File: src/sv/bsc_pkg.sv
package bsc_pkg;

   localparam int FUNC_W      = 2;
   localparam int PROC_IDX_W  = 4;
   localparam int RES_IDX_W   = 3;
   localparam int AMOUNT_W    = 10;
   localparam int FREE_W      = 16;
   localparam int PICK_W      = 4;
   localparam int PC_CFG_W    = 5;
   localparam int RC_CFG_W    = 4;
   localparam int CSR_INDEX_W = 2;
   localparam int CSR_DATA_W  = 5;

   localparam logic [PC_CFG_W-1:0] PC_CFG_RESET = 5'd16;
   localparam logic [RC_CFG_W-1:0] RC_CFG_RESET = 4'd8;
   localparam logic [FREE_W-1:0]   FREE_LIMIT   = 16'hffff;

   localparam logic [CSR_INDEX_W-1:0] CSR_PROCESS_COUNT  = 2'd0;
   localparam logic [CSR_INDEX_W-1:0] CSR_RESOURCE_COUNT = 2'd1;

   typedef enum logic [FUNC_W-1:0] {
      FUNC_LOAD_ALLOC = 2'd0,
      FUNC_LOAD_CLAIM = 2'd1,
      FUNC_LOAD_FREE  = 2'd2,
      FUNC_CHECK      = 2'd3
   } func_type;

   typedef struct packed {
      logic              fail;
      logic [FREE_W-1:0] sum;
   } alu_res_type;

endpackage

File: src/sv/bsc_req_if.sv
interface bsc_req_if;
   logic                           valid;
   logic                           ready;
   logic [bsc_pkg::FUNC_W-1:0]     func;
   logic [bsc_pkg::PROC_IDX_W-1:0] process_index;
   logic [bsc_pkg::RES_IDX_W-1:0]  resource_index;
   logic [bsc_pkg::AMOUNT_W-1:0]   amount;

   modport source (output valid, func, process_index, resource_index, amount, input ready);
   modport sink (input valid, func, process_index, resource_index, amount, output ready);
endinterface

File: src/sv/bsc_rsp_if.sv
interface bsc_rsp_if;
   logic                       valid;
   logic                       ready;
   logic [bsc_pkg::PICK_W-1:0] picked_process;
   logic                       is_verdict;
   logic                       system_safe;
   logic                       last_of_run;

   modport source (output valid, picked_process, is_verdict, system_safe, last_of_run,
                   input ready);
   modport sink (input valid, picked_process, is_verdict, system_safe, last_of_run,
                 output ready);
endinterface

File: src/sv/bsc_csr_if.sv
interface bsc_csr_if;
   logic                            valid;
   logic                            ready;
   logic [bsc_pkg::CSR_INDEX_W-1:0] index;
   logic [bsc_pkg::CSR_DATA_W-1:0]  data;

   modport source (output valid, index, data, input ready);
   modport sink (input valid, index, data, output ready);
endinterface

File: src/sv/bsc_ram.sv
module bsc_ram #(
   parameter int WIDTH = 10,
   parameter int DEPTH = 128
) (
   input  logic                                     clock,
   input  logic                                     wr_en,
   input  logic [(DEPTH > 1 ? $clog2(DEPTH) : 1)-1:0] wr_addr,
   input  logic [WIDTH-1:0]                         wr_data,
   input  logic [(DEPTH > 1 ? $clog2(DEPTH) : 1)-1:0] rd_addr,
   output logic [WIDTH-1:0]                         rd_data
);

   logic [WIDTH-1:0] mem_ff [DEPTH];
   logic [WIDTH-1:0] rd_data_ff;

   always_ff @(posedge clock) begin
      if (wr_en) begin
         mem_ff[wr_addr] <= wr_data;
      end
      rd_data_ff <= mem_ff[rd_addr];
   end

   assign rd_data = rd_data_ff;

endmodule

File: src/sv/bsc_alu.sv
module bsc_alu (
   input  logic [bsc_pkg::AMOUNT_W-1:0] claim,
   input  logic [bsc_pkg::AMOUNT_W-1:0] alloc,
   input  logic [bsc_pkg::FREE_W-1:0]   free_amt,
   output bsc_pkg::alu_res_type         res
);

   logic [bsc_pkg::AMOUNT_W:0] diff;
   logic [bsc_pkg::FREE_W:0]   sum_full;

   // need is claim minus alloc; a negative need always fits
   assign diff     = {1'b0, claim} - {1'b0, alloc};
   assign res.fail = !diff[bsc_pkg::AMOUNT_W] &&
                     (bsc_pkg::FREE_W'(diff[bsc_pkg::AMOUNT_W-1:0]) > free_amt);

   assign sum_full = {1'b0, free_amt} + (bsc_pkg::FREE_W + 1)'(alloc);
   assign res.sum  = sum_full[bsc_pkg::FREE_W] ? bsc_pkg::FREE_LIMIT
                                               : sum_full[bsc_pkg::FREE_W-1:0];

endmodule

File: src/sv/bankers_safety_check_core.sv
// channel  dir  handshake     payload
// req_bus  in   valid/ready   func, process_index, resource_index, amount
// rsp_bus  out  valid/ready   picked_process, is_verdict, system_safe, last_of_run
// csr_bus  in   valid/ready   index, data (always ready)
//
// a load transaction completes when it is accepted; req_bus is ready only while idle.
// a check scans rows from process 0, reading and comparing each resource of a row in turn;
// a pick reads and adds back each resource, then the scan restarts at row 0; every step
// goes through the single read port of the allocation and claim tables.
// each result waits in an output register; a stalled rsp_bus holds the sequencer.
// reset is synchronous and clears control state; the tables hold nothing until loaded.
module bankers_safety_check_core #(
   parameter int MAX_PROCESSES = 16,
   parameter int MAX_RESOURCES = 8
) (
   input logic         clock,
   input logic         reset,
   bsc_req_if.sink     req_bus,
   bsc_rsp_if.source   rsp_bus,
   bsc_csr_if.sink     csr_bus
);

   localparam int PCW   = $clog2(MAX_PROCESSES + 1);
   localparam int PIW   = MAX_PROCESSES > 1 ? $clog2(MAX_PROCESSES) : 1;
   localparam int RCW   = $clog2(MAX_RESOURCES + 1);
   localparam int RIW   = MAX_RESOURCES > 1 ? $clog2(MAX_RESOURCES) : 1;
   localparam int DEPTH = MAX_PROCESSES * MAX_RESOURCES;
   localparam int AW    = DEPTH > 1 ? $clog2(DEPTH) : 1;
   localparam int BW    = $clog2(DEPTH + 1);
   localparam int PCFW  = PCW > bsc_pkg::PC_CFG_W ? PCW : bsc_pkg::PC_CFG_W;
   localparam int RCFW  = RCW > bsc_pkg::RC_CFG_W ? RCW : bsc_pkg::RC_CFG_W;

   typedef enum logic [6:0] {
      ST_IDLE = 7'b0000001,
      ST_ROW  = 7'b0000010,
      ST_RD   = 7'b0000100,
      ST_CMP  = 7'b0001000,
      ST_ARD  = 7'b0010000,
      ST_ADD  = 7'b0100000,
      ST_OUT  = 7'b1000000
   } state_type;

   state_type                      state_ff, state_in;
   logic [bsc_pkg::PC_CFG_W-1:0]   pc_cfg_ff, pc_cfg_in;
   logic [bsc_pkg::RC_CFG_W-1:0]   rc_cfg_ff, rc_cfg_in;
   logic [PCW-1:0]                 row_ff, row_in;
   logic [BW-1:0]                  base_ff, base_in;
   logic [RCW-1:0]                 col_ff, col_in;
   logic [PCW-1:0]                 total_ff, total_in;
   logic [MAX_PROCESSES-1:0]       flags_ff, flags_in;
   logic [bsc_pkg::FREE_W-1:0]     free_ff [MAX_RESOURCES];
   logic [bsc_pkg::FREE_W-1:0]     free_in [MAX_RESOURCES];
   logic                           rsp_valid_ff, rsp_valid_in;
   logic [bsc_pkg::PICK_W-1:0]     rsp_pick_ff, rsp_pick_in;
   logic                           rsp_verdict_ff, rsp_verdict_in;
   logic                           rsp_safe_ff, rsp_safe_in;
   logic                           rsp_last_ff, rsp_last_in;

   logic [PCW-1:0]                 pc;
   logic [RCW-1:0]                 rc;
   logic                           req_acc;
   logic                           csr_acc;
   bsc_pkg::func_type              load_func;
   logic                           proc_ok;
   logic                           res_ok;
   logic [AW-1:0]                  load_addr;
   logic [BW-1:0]                  scan_addr_full;
   logic [AW-1:0]                  scan_addr;
   logic [PIW-1:0]                 row_idx;
   logic [RIW-1:0]                 col_idx;
   logic                           col_last;
   logic                           pick_done;
   logic                           alloc_we;
   logic                           claim_we;
   logic                           clear_entry;
   logic [AW-1:0]                  wr_addr;
   logic [bsc_pkg::AMOUNT_W-1:0]   wr_data;
   logic [bsc_pkg::AMOUNT_W-1:0]   alloc_rd;
   logic [bsc_pkg::AMOUNT_W-1:0]   claim_rd;
   bsc_pkg::alu_res_type           alu_res;

   // counts above the maximum act as the maximum
   assign pc = (PCFW'(pc_cfg_ff) > PCFW'(MAX_PROCESSES)) ? PCW'(MAX_PROCESSES)
                                                          : PCW'(pc_cfg_ff);
   assign rc = (RCFW'(rc_cfg_ff) > RCFW'(MAX_RESOURCES)) ? RCW'(MAX_RESOURCES)
                                                          : RCW'(rc_cfg_ff);

   assign req_acc   = req_bus.valid && req_bus.ready;
   assign csr_acc   = csr_bus.valid && csr_bus.ready;
   assign load_func = bsc_pkg::func_type'(req_bus.func);
   assign proc_ok   = int'(req_bus.process_index) < MAX_PROCESSES;
   assign res_ok    = int'(req_bus.resource_index) < MAX_RESOURCES;
   assign load_addr = AW'(int'(req_bus.process_index) * MAX_RESOURCES +
                          int'(req_bus.resource_index));

   assign scan_addr_full = base_ff + BW'(col_ff);
   assign scan_addr      = scan_addr_full[AW-1:0];
   assign row_idx        = row_ff[PIW-1:0];
   assign col_idx        = col_ff[RIW-1:0];
   assign col_last       = (col_ff + RCW'(1)) == rc;

   assign clear_entry = state_ff == ST_ADD;
   assign wr_addr     = clear_entry ? scan_addr : load_addr;
   assign wr_data     = clear_entry ? '0 : req_bus.amount;

   bsc_ram #(
      .WIDTH (bsc_pkg::AMOUNT_W),
      .DEPTH (DEPTH)
   ) u_alloc_ram (
      .clock   (clock),
      .wr_en   (alloc_we),
      .wr_addr (wr_addr),
      .wr_data (wr_data),
      .rd_addr (scan_addr),
      .rd_data (alloc_rd)
   );

   bsc_ram #(
      .WIDTH (bsc_pkg::AMOUNT_W),
      .DEPTH (DEPTH)
   ) u_claim_ram (
      .clock   (clock),
      .wr_en   (claim_we),
      .wr_addr (wr_addr),
      .wr_data (wr_data),
      .rd_addr (scan_addr),
      .rd_data (claim_rd)
   );

   bsc_alu u_alu (
      .claim    (claim_rd),
      .alloc    (alloc_rd),
      .free_amt (free_ff[col_idx]),
      .res      (alu_res)
   );

   always_comb begin
      state_in       = state_ff;
      pc_cfg_in      = pc_cfg_ff;
      rc_cfg_in      = rc_cfg_ff;
      row_in         = row_ff;
      base_in        = base_ff;
      col_in         = col_ff;
      total_in       = total_ff;
      flags_in       = flags_ff;
      free_in        = free_ff;
      rsp_valid_in   = rsp_valid_ff;
      rsp_pick_in    = rsp_pick_ff;
      rsp_verdict_in = rsp_verdict_ff;
      rsp_safe_in    = rsp_safe_ff;
      rsp_last_in    = rsp_last_ff;
      alloc_we       = 1'b0;
      claim_we       = 1'b0;
      pick_done      = 1'b0;

      if (csr_acc) begin
         case (csr_bus.index)
            bsc_pkg::CSR_PROCESS_COUNT: pc_cfg_in = csr_bus.data[bsc_pkg::PC_CFG_W-1:0];
            bsc_pkg::CSR_RESOURCE_COUNT: rc_cfg_in = csr_bus.data[bsc_pkg::RC_CFG_W-1:0];
            default: ;
         endcase
      end

      case (state_ff)
         ST_IDLE: begin
            if (req_acc) begin
               case (load_func)
                  bsc_pkg::FUNC_LOAD_ALLOC: alloc_we = proc_ok && res_ok;
                  bsc_pkg::FUNC_LOAD_CLAIM: claim_we = proc_ok && res_ok;
                  bsc_pkg::FUNC_LOAD_FREE: begin
                     if (res_ok) begin
                        free_in[RIW'(req_bus.resource_index)] =
                           bsc_pkg::FREE_W'(req_bus.amount);
                     end
                  end
                  bsc_pkg::FUNC_CHECK: begin
                     flags_in = '0;
                     total_in = '0;
                     row_in   = '0;
                     base_in  = '0;
                     state_in = ST_ROW;
                  end
                  default: ;
               endcase
            end
         end
         ST_ROW: begin
            if (row_ff == pc) begin
               // scan ran off the end: nothing fits, or everyone is done
               rsp_valid_in   = 1'b1;
               rsp_pick_in    = '0;
               rsp_verdict_in = 1'b1;
               rsp_safe_in    = total_ff == pc;
               rsp_last_in    = 1'b1;
               state_in       = ST_OUT;
            end else if (flags_ff[row_idx]) begin
               row_in  = row_ff + PCW'(1);
               base_in = base_ff + BW'(MAX_RESOURCES);
            end else if (rc == '0) begin
               pick_done = 1'b1;
            end else begin
               col_in   = '0;
               state_in = ST_RD;
            end
         end
         ST_RD: begin
            state_in = ST_CMP;
         end
         ST_CMP: begin
            if (alu_res.fail) begin
               row_in   = row_ff + PCW'(1);
               base_in  = base_ff + BW'(MAX_RESOURCES);
               state_in = ST_ROW;
            end else if (col_last) begin
               col_in   = '0;
               state_in = ST_ARD;
            end else begin
               col_in   = col_ff + RCW'(1);
               state_in = ST_RD;
            end
         end
         ST_ARD: begin
            state_in = ST_ADD;
         end
         ST_ADD: begin
            // hand the allocation back and zero both table entries
            free_in[col_idx] = alu_res.sum;
            alloc_we         = 1'b1;
            claim_we         = 1'b1;
            if (col_last) begin
               pick_done = 1'b1;
            end else begin
               col_in   = col_ff + RCW'(1);
               state_in = ST_ARD;
            end
         end
         ST_OUT: begin
            if (rsp_bus.ready) begin
               rsp_valid_in = 1'b0;
               if (rsp_verdict_ff) begin
                  state_in = ST_IDLE;
               end else begin
                  row_in   = '0;
                  base_in  = '0;
                  state_in = ST_ROW;
               end
            end
         end
         default: begin
            state_in = ST_IDLE;
         end
      endcase

      if (pick_done) begin
         flags_in[row_idx] = 1'b1;
         total_in          = total_ff + PCW'(1);
         rsp_valid_in      = 1'b1;
         rsp_pick_in       = bsc_pkg::PICK_W'(row_ff);
         rsp_verdict_in    = 1'b0;
         rsp_safe_in       = 1'b0;
         rsp_last_in       = 1'b0;
         state_in          = ST_OUT;
      end
   end

   always_ff @(posedge clock) begin
      if (reset) begin
         state_ff     <= ST_IDLE;
         pc_cfg_ff    <= bsc_pkg::PC_CFG_RESET;
         rc_cfg_ff    <= bsc_pkg::RC_CFG_RESET;
         total_ff     <= '0;
         flags_ff     <= '0;
         rsp_valid_ff <= 1'b0;
      end else begin
         state_ff     <= state_in;
         pc_cfg_ff    <= pc_cfg_in;
         rc_cfg_ff    <= rc_cfg_in;
         total_ff     <= total_in;
         flags_ff     <= flags_in;
         rsp_valid_ff <= rsp_valid_in;
      end
   end

   always_ff @(posedge clock) begin
      row_ff         <= row_in;
      base_ff        <= base_in;
      col_ff         <= col_in;
      free_ff        <= free_in;
      rsp_pick_ff    <= rsp_pick_in;
      rsp_verdict_ff <= rsp_verdict_in;
      rsp_safe_ff    <= rsp_safe_in;
      rsp_last_ff    <= rsp_last_in;
   end

   assign req_bus.ready          = state_ff == ST_IDLE;
   assign csr_bus.ready          = 1'b1;
   assign rsp_bus.valid          = rsp_valid_ff;
   assign rsp_bus.picked_process = rsp_pick_ff;
   assign rsp_bus.is_verdict     = rsp_verdict_ff;
   assign rsp_bus.system_safe    = rsp_safe_ff;
   assign rsp_bus.last_of_run    = rsp_last_ff;

endmodule

File: src/flat_wrapper.sv
// flat-port wrapper written by rule: the top's interface ports become plain ports
module bankers_safety_check_core_flat 
#(
   parameter int MAX_PROCESSES = 16,
   parameter int MAX_RESOURCES = 8
)
  (clock, reset, req_bus_valid, req_bus_func, req_bus_process_index, req_bus_resource_index, req_bus_amount, req_bus_ready, rsp_bus_valid, rsp_bus_picked_process, rsp_bus_is_verdict, rsp_bus_system_safe, rsp_bus_last_of_run, rsp_bus_ready, csr_bus_valid, csr_bus_index, csr_bus_data, csr_bus_ready);
  bsc_req_if req_bus_i ();
  bsc_rsp_if rsp_bus_i ();
  bsc_csr_if csr_bus_i ();
  input logic clock;
  input logic reset;
  input wire logic [$bits(req_bus_i.valid)-1:0] req_bus_valid;
  input wire logic [$bits(req_bus_i.func)-1:0] req_bus_func;
  input wire logic [$bits(req_bus_i.process_index)-1:0] req_bus_process_index;
  input wire logic [$bits(req_bus_i.resource_index)-1:0] req_bus_resource_index;
  input wire logic [$bits(req_bus_i.amount)-1:0] req_bus_amount;
  output wire logic [$bits(req_bus_i.ready)-1:0] req_bus_ready;
  output wire logic [$bits(rsp_bus_i.valid)-1:0] rsp_bus_valid;
  output wire logic [$bits(rsp_bus_i.picked_process)-1:0] rsp_bus_picked_process;
  output wire logic [$bits(rsp_bus_i.is_verdict)-1:0] rsp_bus_is_verdict;
  output wire logic [$bits(rsp_bus_i.system_safe)-1:0] rsp_bus_system_safe;
  output wire logic [$bits(rsp_bus_i.last_of_run)-1:0] rsp_bus_last_of_run;
  input wire logic [$bits(rsp_bus_i.ready)-1:0] rsp_bus_ready;
  input wire logic [$bits(csr_bus_i.valid)-1:0] csr_bus_valid;
  input wire logic [$bits(csr_bus_i.index)-1:0] csr_bus_index;
  input wire logic [$bits(csr_bus_i.data)-1:0] csr_bus_data;
  output wire logic [$bits(csr_bus_i.ready)-1:0] csr_bus_ready;
  assign req_bus_i.valid = req_bus_valid;
  assign req_bus_i.func = req_bus_func;
  assign req_bus_i.process_index = req_bus_process_index;
  assign req_bus_i.resource_index = req_bus_resource_index;
  assign req_bus_i.amount = req_bus_amount;
  assign req_bus_ready = req_bus_i.ready;
  assign rsp_bus_valid = rsp_bus_i.valid;
  assign rsp_bus_picked_process = rsp_bus_i.picked_process;
  assign rsp_bus_is_verdict = rsp_bus_i.is_verdict;
  assign rsp_bus_system_safe = rsp_bus_i.system_safe;
  assign rsp_bus_last_of_run = rsp_bus_i.last_of_run;
  assign rsp_bus_i.ready = rsp_bus_ready;
  assign csr_bus_i.valid = csr_bus_valid;
  assign csr_bus_i.index = csr_bus_index;
  assign csr_bus_i.data = csr_bus_data;
  assign csr_bus_ready = csr_bus_i.ready;
  bankers_safety_check_core #(.MAX_PROCESSES(MAX_PROCESSES), .MAX_RESOURCES(MAX_RESOURCES)) u_core (.clock(clock), .reset(reset), .req_bus(req_bus_i), .rsp_bus(rsp_bus_i), .csr_bus(csr_bus_i));
endmodule
File: config.mk
export PLATFORM = sky130hd
export DESIGN_NAME = bankers_safety_check_core_flat
export DESIGN_NICKNAME = d
export VERILOG_FILES = /design/src/sv/bsc_pkg.sv /design/src/sv/bsc_req_if.sv /design/src/sv/bsc_rsp_if.sv /design/src/sv/bsc_csr_if.sv /design/src/sv/bsc_ram.sv /design/src/sv/bsc_alu.sv /design/src/sv/bankers_safety_check_core.sv /design/src/flat_wrapper.sv
export SDC_FILE = /design/constraint.sdc
export NUM_CORES = 2
export LEC_CHECK = 0
export BUFFER_PORTS_ARGS = -buffer_cell sky130_fd_sc_hd__buf_2
export CAP_MARGIN = 40
export CORE_MARGIN = 5
export CORE_UTILIZATION = 60
export CTS_CLUSTER_DIAMETER = 80
export DETAILED_ROUTE_END_ITERATION = 7
export GPL_TIMING_DRIVEN = 0
export PLACE_DENSITY = 0.76
export SLEW_MARGIN = 0
export SYNTH_ARGS = -nofsm -noshare
export SYNTH_HDL_FRONTEND = slang
export SYNTH_HIERARCHICAL = 1
export SYNTH_SLANG_ARGS = --single-unit
File: constraint.sdc
create_clock -name clock -period 11.5 [get_ports clock]
set_input_delay 1.725 -clock clock [delete_from_list [all_inputs] [get_ports clock]]
set_output_delay 1.725 -clock clock [all_outputs]
set_load 0.02 [all_outputs]
# After elaboration in Yosys (flattened, before gate mapping)

Memory sizes are Yosys's and may differ from the RTL's. A register that Yosys moved wholly into a read port is not among the register bits.
Cells that the tools add are included.

Add/sub/neg operators: 8
Order comparisons: 9
Reductions and logical operators: 30
Equal/unequal tests: 35
Muxes and demuxes: 84
Bitwise gates (word level): 3

Operator list:

| cell                                         | count |
|---|---|
| bitwise mux 128 bit                          | 2 |
| 2-to-1 mux 128 bit                           | 2 |
| one-hot mux 128 bit (2 select lines)         | 1 |
| 2-to-1 mux 16 bit                            | 9 |
| demux 16 bit (select 3 bit)                  | 2 |
| 2-to-1 mux 7 bit                             | 10 |
| 2-to-1 mux 8 bit                             | 7 |
| 2-to-1 mux 5 bit                             | 11 |
| one-hot mux 7 bit (7 select lines)           | 1 |
| binary-select mux 16 bit (select 3 bit)      | 1 |
| 2-to-1 mux 4 bit                             | 10 |
| one-hot mux 8 bit (4 select lines)           | 1 |
| != test 2 bit (second input constant)        | 10 |
| one-hot mux 5 bit (4 select lines)           | 1 |
| AND reduction 6 bit                          | 3 |
| adder 16 x 10 -> 17 bit                      | 1 |
| 2-to-1 mux 1 bit                             | 17 |
| > comparator 10 x 16 -> 1 bit                | 1 |
| OR 16 bit                                    | 1 |
| one-hot mux 4 bit (3 select lines)           | 1 |
| nonzero test 2 bit                           | 6 |
| subtractor 10 x 10 -> 11 bit                 | 1 |
| adder 5 x 1 -> 5 bit (second input constant) | 2 |
| equality test 5 bit                          | 2 |
| 41 further kinds                             | 66 |

Register bits after elaboration: 189
Output and inout port bits: 10
RAM bits: 2560
Memories: 2
Logic and storage cells: 192

Memories:

| memory                    | words | width | read ports | clocked after memory_dff | wr ports | RTL line      | source |
|---|---|---|---|---|---|---|---|
| u_core.u_alloc_ram.mem_ff | 128   | 10    | 1          | 1                        | 1        | bsc_ram.sv:13 | `logic [WIDTH-1:0] mem_ff [DEPTH];` |
| u_core.u_claim_ram.mem_ff | 128   | 10    | 1          | 1                        | 1        | bsc_ram.sv:13 |  |

# Longest topological paths before layout

Depth after elaboration: 9
Depth in mapped cells: 20
Gate-level depth less buffers: 19

# By module

Netlist, hierarchy kept.

By module, submodules not included:

| module                    | area an instance (um^2) | instances | seq. area each (um^2) | cells each |
|---|---|---|---|---|
| bsc_ram                   | 49354.8                 | 2         | 38637.1               | 1998 |
| bankers_safety_check_core | 9427.8                  | 1         | 5154.9                | 909 |
| bsc_alu                   | 1335.0                  | 1         | 0.0                   | 192 |

# Least setup slack after synthesis

No wires, ideal clock.

Kind: input to register
From: input req_bus_amount[9]
To: memory u_core.u_alloc_ram.mem_ff[0][9] (data pin)
Cell stages on the path: 2
Path buffers: 0
Setup slack: 6121 ps
Data arrival time: 4609 ps
Path through: nand2_1 -> inv_1

Word-level cells in the longest chain between the ends: 1

RTL lines:

| element                     | RTL line                         | source |
|---|---|---|
| start: declaration          | flat_wrapper.sv:17               | `input wire logic [$bits(req_bus_i.amount)-1:0] req_bus_amount;` |
| 2-to-1 mux 10 bit           | bankers_safety_check_core.sv:104 | `assign wr_data = clear_entry ? '0 : req_bus.amount;` |
| net u_core.wr_data, one bit | bankers_safety_check_core.sv:77  | `logic [bsc_pkg::AMOUNT_W-1:0] wr_data;` |
| end: declaration            | bsc_ram.sv:13                    |  |

The timed path passes the listed nets, and every way through them passes these cells.

# Worst setup path in the final report

From: register u_core.state_ff[1]
To: memory u_core.u_alloc_ram.mem_ff[127][3], enable pin

Elaborated cells on any way between the ends: 8
Those cells by class: 2 x eq/ne; 5 x mux; 1 x reduce/logical

RTL lines:

| element                      | RTL line                         | source |
|---|---|---|
| start: declaration           | bankers_safety_check_core.sv:43  | `state_type state_ff, state_in;` |
| start signal: assignment     | bankers_safety_check_core.sv:275 | `state_ff <= state_in;` |
| equality test 7 x 6 -> 1 bit | bankers_safety_check_core.sv:102 | `assign clear_entry = state_ff == ST_ADD;` |
| 2-to-1 mux 7 bit             | bankers_safety_check_core.sv:103 | `assign wr_addr = clear_entry ? scan_addr : load_addr;` |
| net u_core.wr_addr[2]        | bankers_safety_check_core.sv:76  | `logic [AW-1:0] wr_addr;` |

The timed path passes the listed nets, and every way through them passes these cells.

==> impl_results.md <==
- Outcome: finished, final reports clean
- FP Rows: 156
- Final setup margin: 5.03 ns
- Num CTS Buffers: between 200 and 300
- Switching Share: 0.257
- Tightest Hold Check Type: flip-flop to flip-flop
- Cell family with the largest share of critical-path delay: buffers and inverters
- Slew headroom: 0.308
- Final setup vio count: 0
- Die ar.: 0.191 mm2
- Worst Path Required: between 10 and 15 ns
- Die H: around 440 um
- FILL cells: 10,400
- Peak supply drop: 0.000130 V
- Clock skew: between 0.05 and 0.06 ns
- Power share of the combinational group: 0.172
- Share of layout cells above drive strength 1: 0.295
- CTS max path bufs: 4
- Final Slew Violations: 0
- Most common cell after layout, fill and taps aside: edfxtp_1
- Pwr/cell area: between 150 and 200 mW/mm2
- CP peak stage delay: approximately 0.77 ns
- Top sig layer: met5
- Seq cells post-synth: 2,765
- Vias per cell: 6.94
- Final min period: between 6 and 7 ns
- H-tree depth: 5
- GP Congestion: 0.887
- Final WL: 282 mm
- Die Wd: 437 um
- Worst-Skew Late Latency: 0.92 ns
- CP Max Fanout: 10
- Seq/Total Area, Yosys: 0.753
- Sequential share of power: 0.458
- Hold Violations, Final: 0
- Io pins: 41
- P_leak: 40.2 nW
- Crit-path most repeated cell: clkbuf_1
- Ys Warns: 6
- Period utilization: 0.563
- Core area: approximately 0.18 mm2
- Starting Density: 0.604
- Metal3 WL: 37.9 mm
- Sw power: around 0.0063 W
- Fin nets: 5,803
- Post-synth EDFFs: 2,705
- Finished Core Util: 0.689
- First-pass GRT wire length: 409 mm
- Worst slew pin tran: ~1.0 ns
- Largest net degree at the start of global routing: 157
- Placed cell area: approximately 0.12 mm2
- Area grow syn2layout: 14.0%
- Internal power: 0.0182 W
- Syn avg cell area: 21.5 um2
- TNS Setup: 0 ns
- Setup crit end kind: flip-flop
- CP bufs+invs: 7
- Max cap viols: 0
- CTS Sinks: 2,765
- Syn_nets: 5,169
- Slowest cell on crit path: nor2_1
- Final ANT Viol Nets: 0
- DRC: 0
- Synth Cell Area: ~0.11 mm2
- CTS tree: built
- RSZ-0062 raised after global routing: no
- Post-CTS setup buffer count: 0
- Number of global-route vias before repair: ~58,000
- Fin area: 0.125 mm2
- CP Launch Type: flip-flop
- Met2 WL: 135 mm
- Wire length per cell: 33.9 um
- Placed Cells incl. Taps: approximately 8,000
- Iter 0 DRT Violations: about 9,000
- Post-detail-place hpwl: 167 mm
- Port Buf Inserts: 35
- Overflow after GRT: 0
- Fmax: ~150 MHz
- Clock Pin Slew Worst Setup and Hold Paths: 0.06 ns
- M1 WL: 97.6 mm
- CTS resizes: 0
- DR vias: approximately 58,000
- Global Route Usage Sum: 0.297
- Final std cells w/o fill: between 8,000 and 9,000
- Post-synthesis cell count: between 5,000 and 6,000
- Critical path cell sequence: clkbuf_1 > nor4_1 > and3_1 > clkbuf_1 > clkbuf_1 > clkbuf_1 > nand2_1 > nand2_1 > clkbuf_1 > nand4_1 > clkbuf_1 > buf_8 > nor2_1
- Async set-or-reset flop fraction in the synthesized netlist: 0
- Pre-CTS setup slack: 5.45 ns
- Primary FF master, synth: edfxtp_1
- Initial antenna violation count: 21
- Post-synth cell types: 73
- Arr. time, crit path: approximately 7 ns
- Clk pwr share: 0.370
- WS Path Type: flip-flop to flip-flop
- Most frequent cells in the layout: edfxtp_1 (2,705), mux4_2 (846), nor2_1 (310)
- Hold_buf cts: 0
- Drt pass-1 iters: 8
- Root Driver: clkbuf_16
metrics by stage:
stage,hold WS [ns],total power (W)
3_5_place_dp,0.441,0.0154
6_report,0.454,0.0245
2_1_floorplan,0.417,0.0139
5_1_grt,0.483,0.0252
4_1_cts,0.455,0.0244
3_3_place_gp,0.427,0.0154
worst register-to-register path, cell delays in order, from the launching register on:
cell and delay, ns:
dfxtp_1 0.30, clkbuf_1 0.19, nor4_1 0.60, and3_1 0.26
clkbuf_1 0.36, clkbuf_1 0.48, clkbuf_1 0.57, nand2_1 0.13
nand2_1 0.50, clkbuf_1 0.45, nand4_1 0.62, clkbuf_1 0.57
buf_8 0.32, nor2_1 0.77
layer usage:
| metal | GRT usage | vias up |
|---|---|---|
| li1 | - | 22500 |
| met5 | 0 | - |
| met2 | 0.459 | 4676 |
| met1 | 0.420 | 29800 |
| met4 | 0.110 | 8 |
| met3 | 0.0750 | 650 |
cell usage after synthesis (all sizes together) (38+ instances only):
| cell | n | area share |
|---|---|---|
| inv | 46 | 0.0016 |
| o21ai | 134 | 0.0062 |
| dfxtp | 60 | 0.011 |
| ha | 39 | 0.0045 |
| edfxtp | 2705 | 0.74 |
| nor3 | 42 | 0.0020 |
| nand3 | 45 | 0.0021 |
| nand2 | 204 | 0.0070 |
| nor2 | 311 | 0.011 |
| and3 | 38 | 0.0022 |
| buf | 104 | 0.0051 |
| clkbuf | 186 | 0.0064 |
| mux4 | 850 | 0.18 |
layout make-up:
type,instances,area [um2],share of cell area
buffer,290,1260,0.0101
timing repair buffer,346,3080,0.0247
inverter,46,248,0.00198
sequential,2765,82400,0.660
clock buffer,352,7630,0.0611
multi-input combinational,1996,25700,0.206
clock inverter,128,1410,0.0113
tap,2370,2970,0.0238
antenna,18,45.0,0.000361
path summary, 6_finish.rpt:
path	from	end	slack (ns)	cells past startpoint
setup reg to reg	u_core/state_ff[1]	u_core/u_alloc_ram/mem_ff[127][3]	5.03	13
hold / removal	u_core/flags_ff[2]	u_core/flags_ff[2]	0.45	2
hold reg to reg	u_core/flags_ff[2]	u_core/flags_ff[2]	0.45	2
setup / recovery	u_core/state_ff[1]	u_core/u_alloc_ram/mem_ff[127][3]	5.03	13
logic make-up after synthesis:
logic type	after synthesis	synth area share
adder cells (fa/ha/maj)	41	0.00482
other	1	0.0000343
XOR/XNOR	36	0.00302
multiplexers	919	0.182
flip-flops	2765	0.753
AO/OA/AOI/OAI	241	0.0132
buffers and inverters	336	0.0131
AND/OR/NAND/NOR	758	0.0311
sequential cells by signal (all words and copies together) (netlist names), 7 cells and up:
name,flops
u_core/u_alloc_ram/rd_data,10
u_core/free_ff,128
u_core/u_claim_ram/rd_data,10
u_core/u_claim_ram/mem_ff,1280
u_core/u_alloc_ram/mem_ff,1280
u_core/state_ff,7
u_core/flags_ff,16
power groups by stage:
stage          registers (W)  logic (W)  clock network (W)
3_3_place_gp          0.0115    0.00387                  0
4_1_cts               0.0112    0.00409            0.00916
6_report              0.0112    0.00421            0.00906
3_5_place_dp          0.0114    0.00400                  0
5_1_grt               0.0112    0.00433            0.00963
2_1_floorplan         0.0114    0.00251                  0
Note: power is estimated with default switching activity, not from simulation.
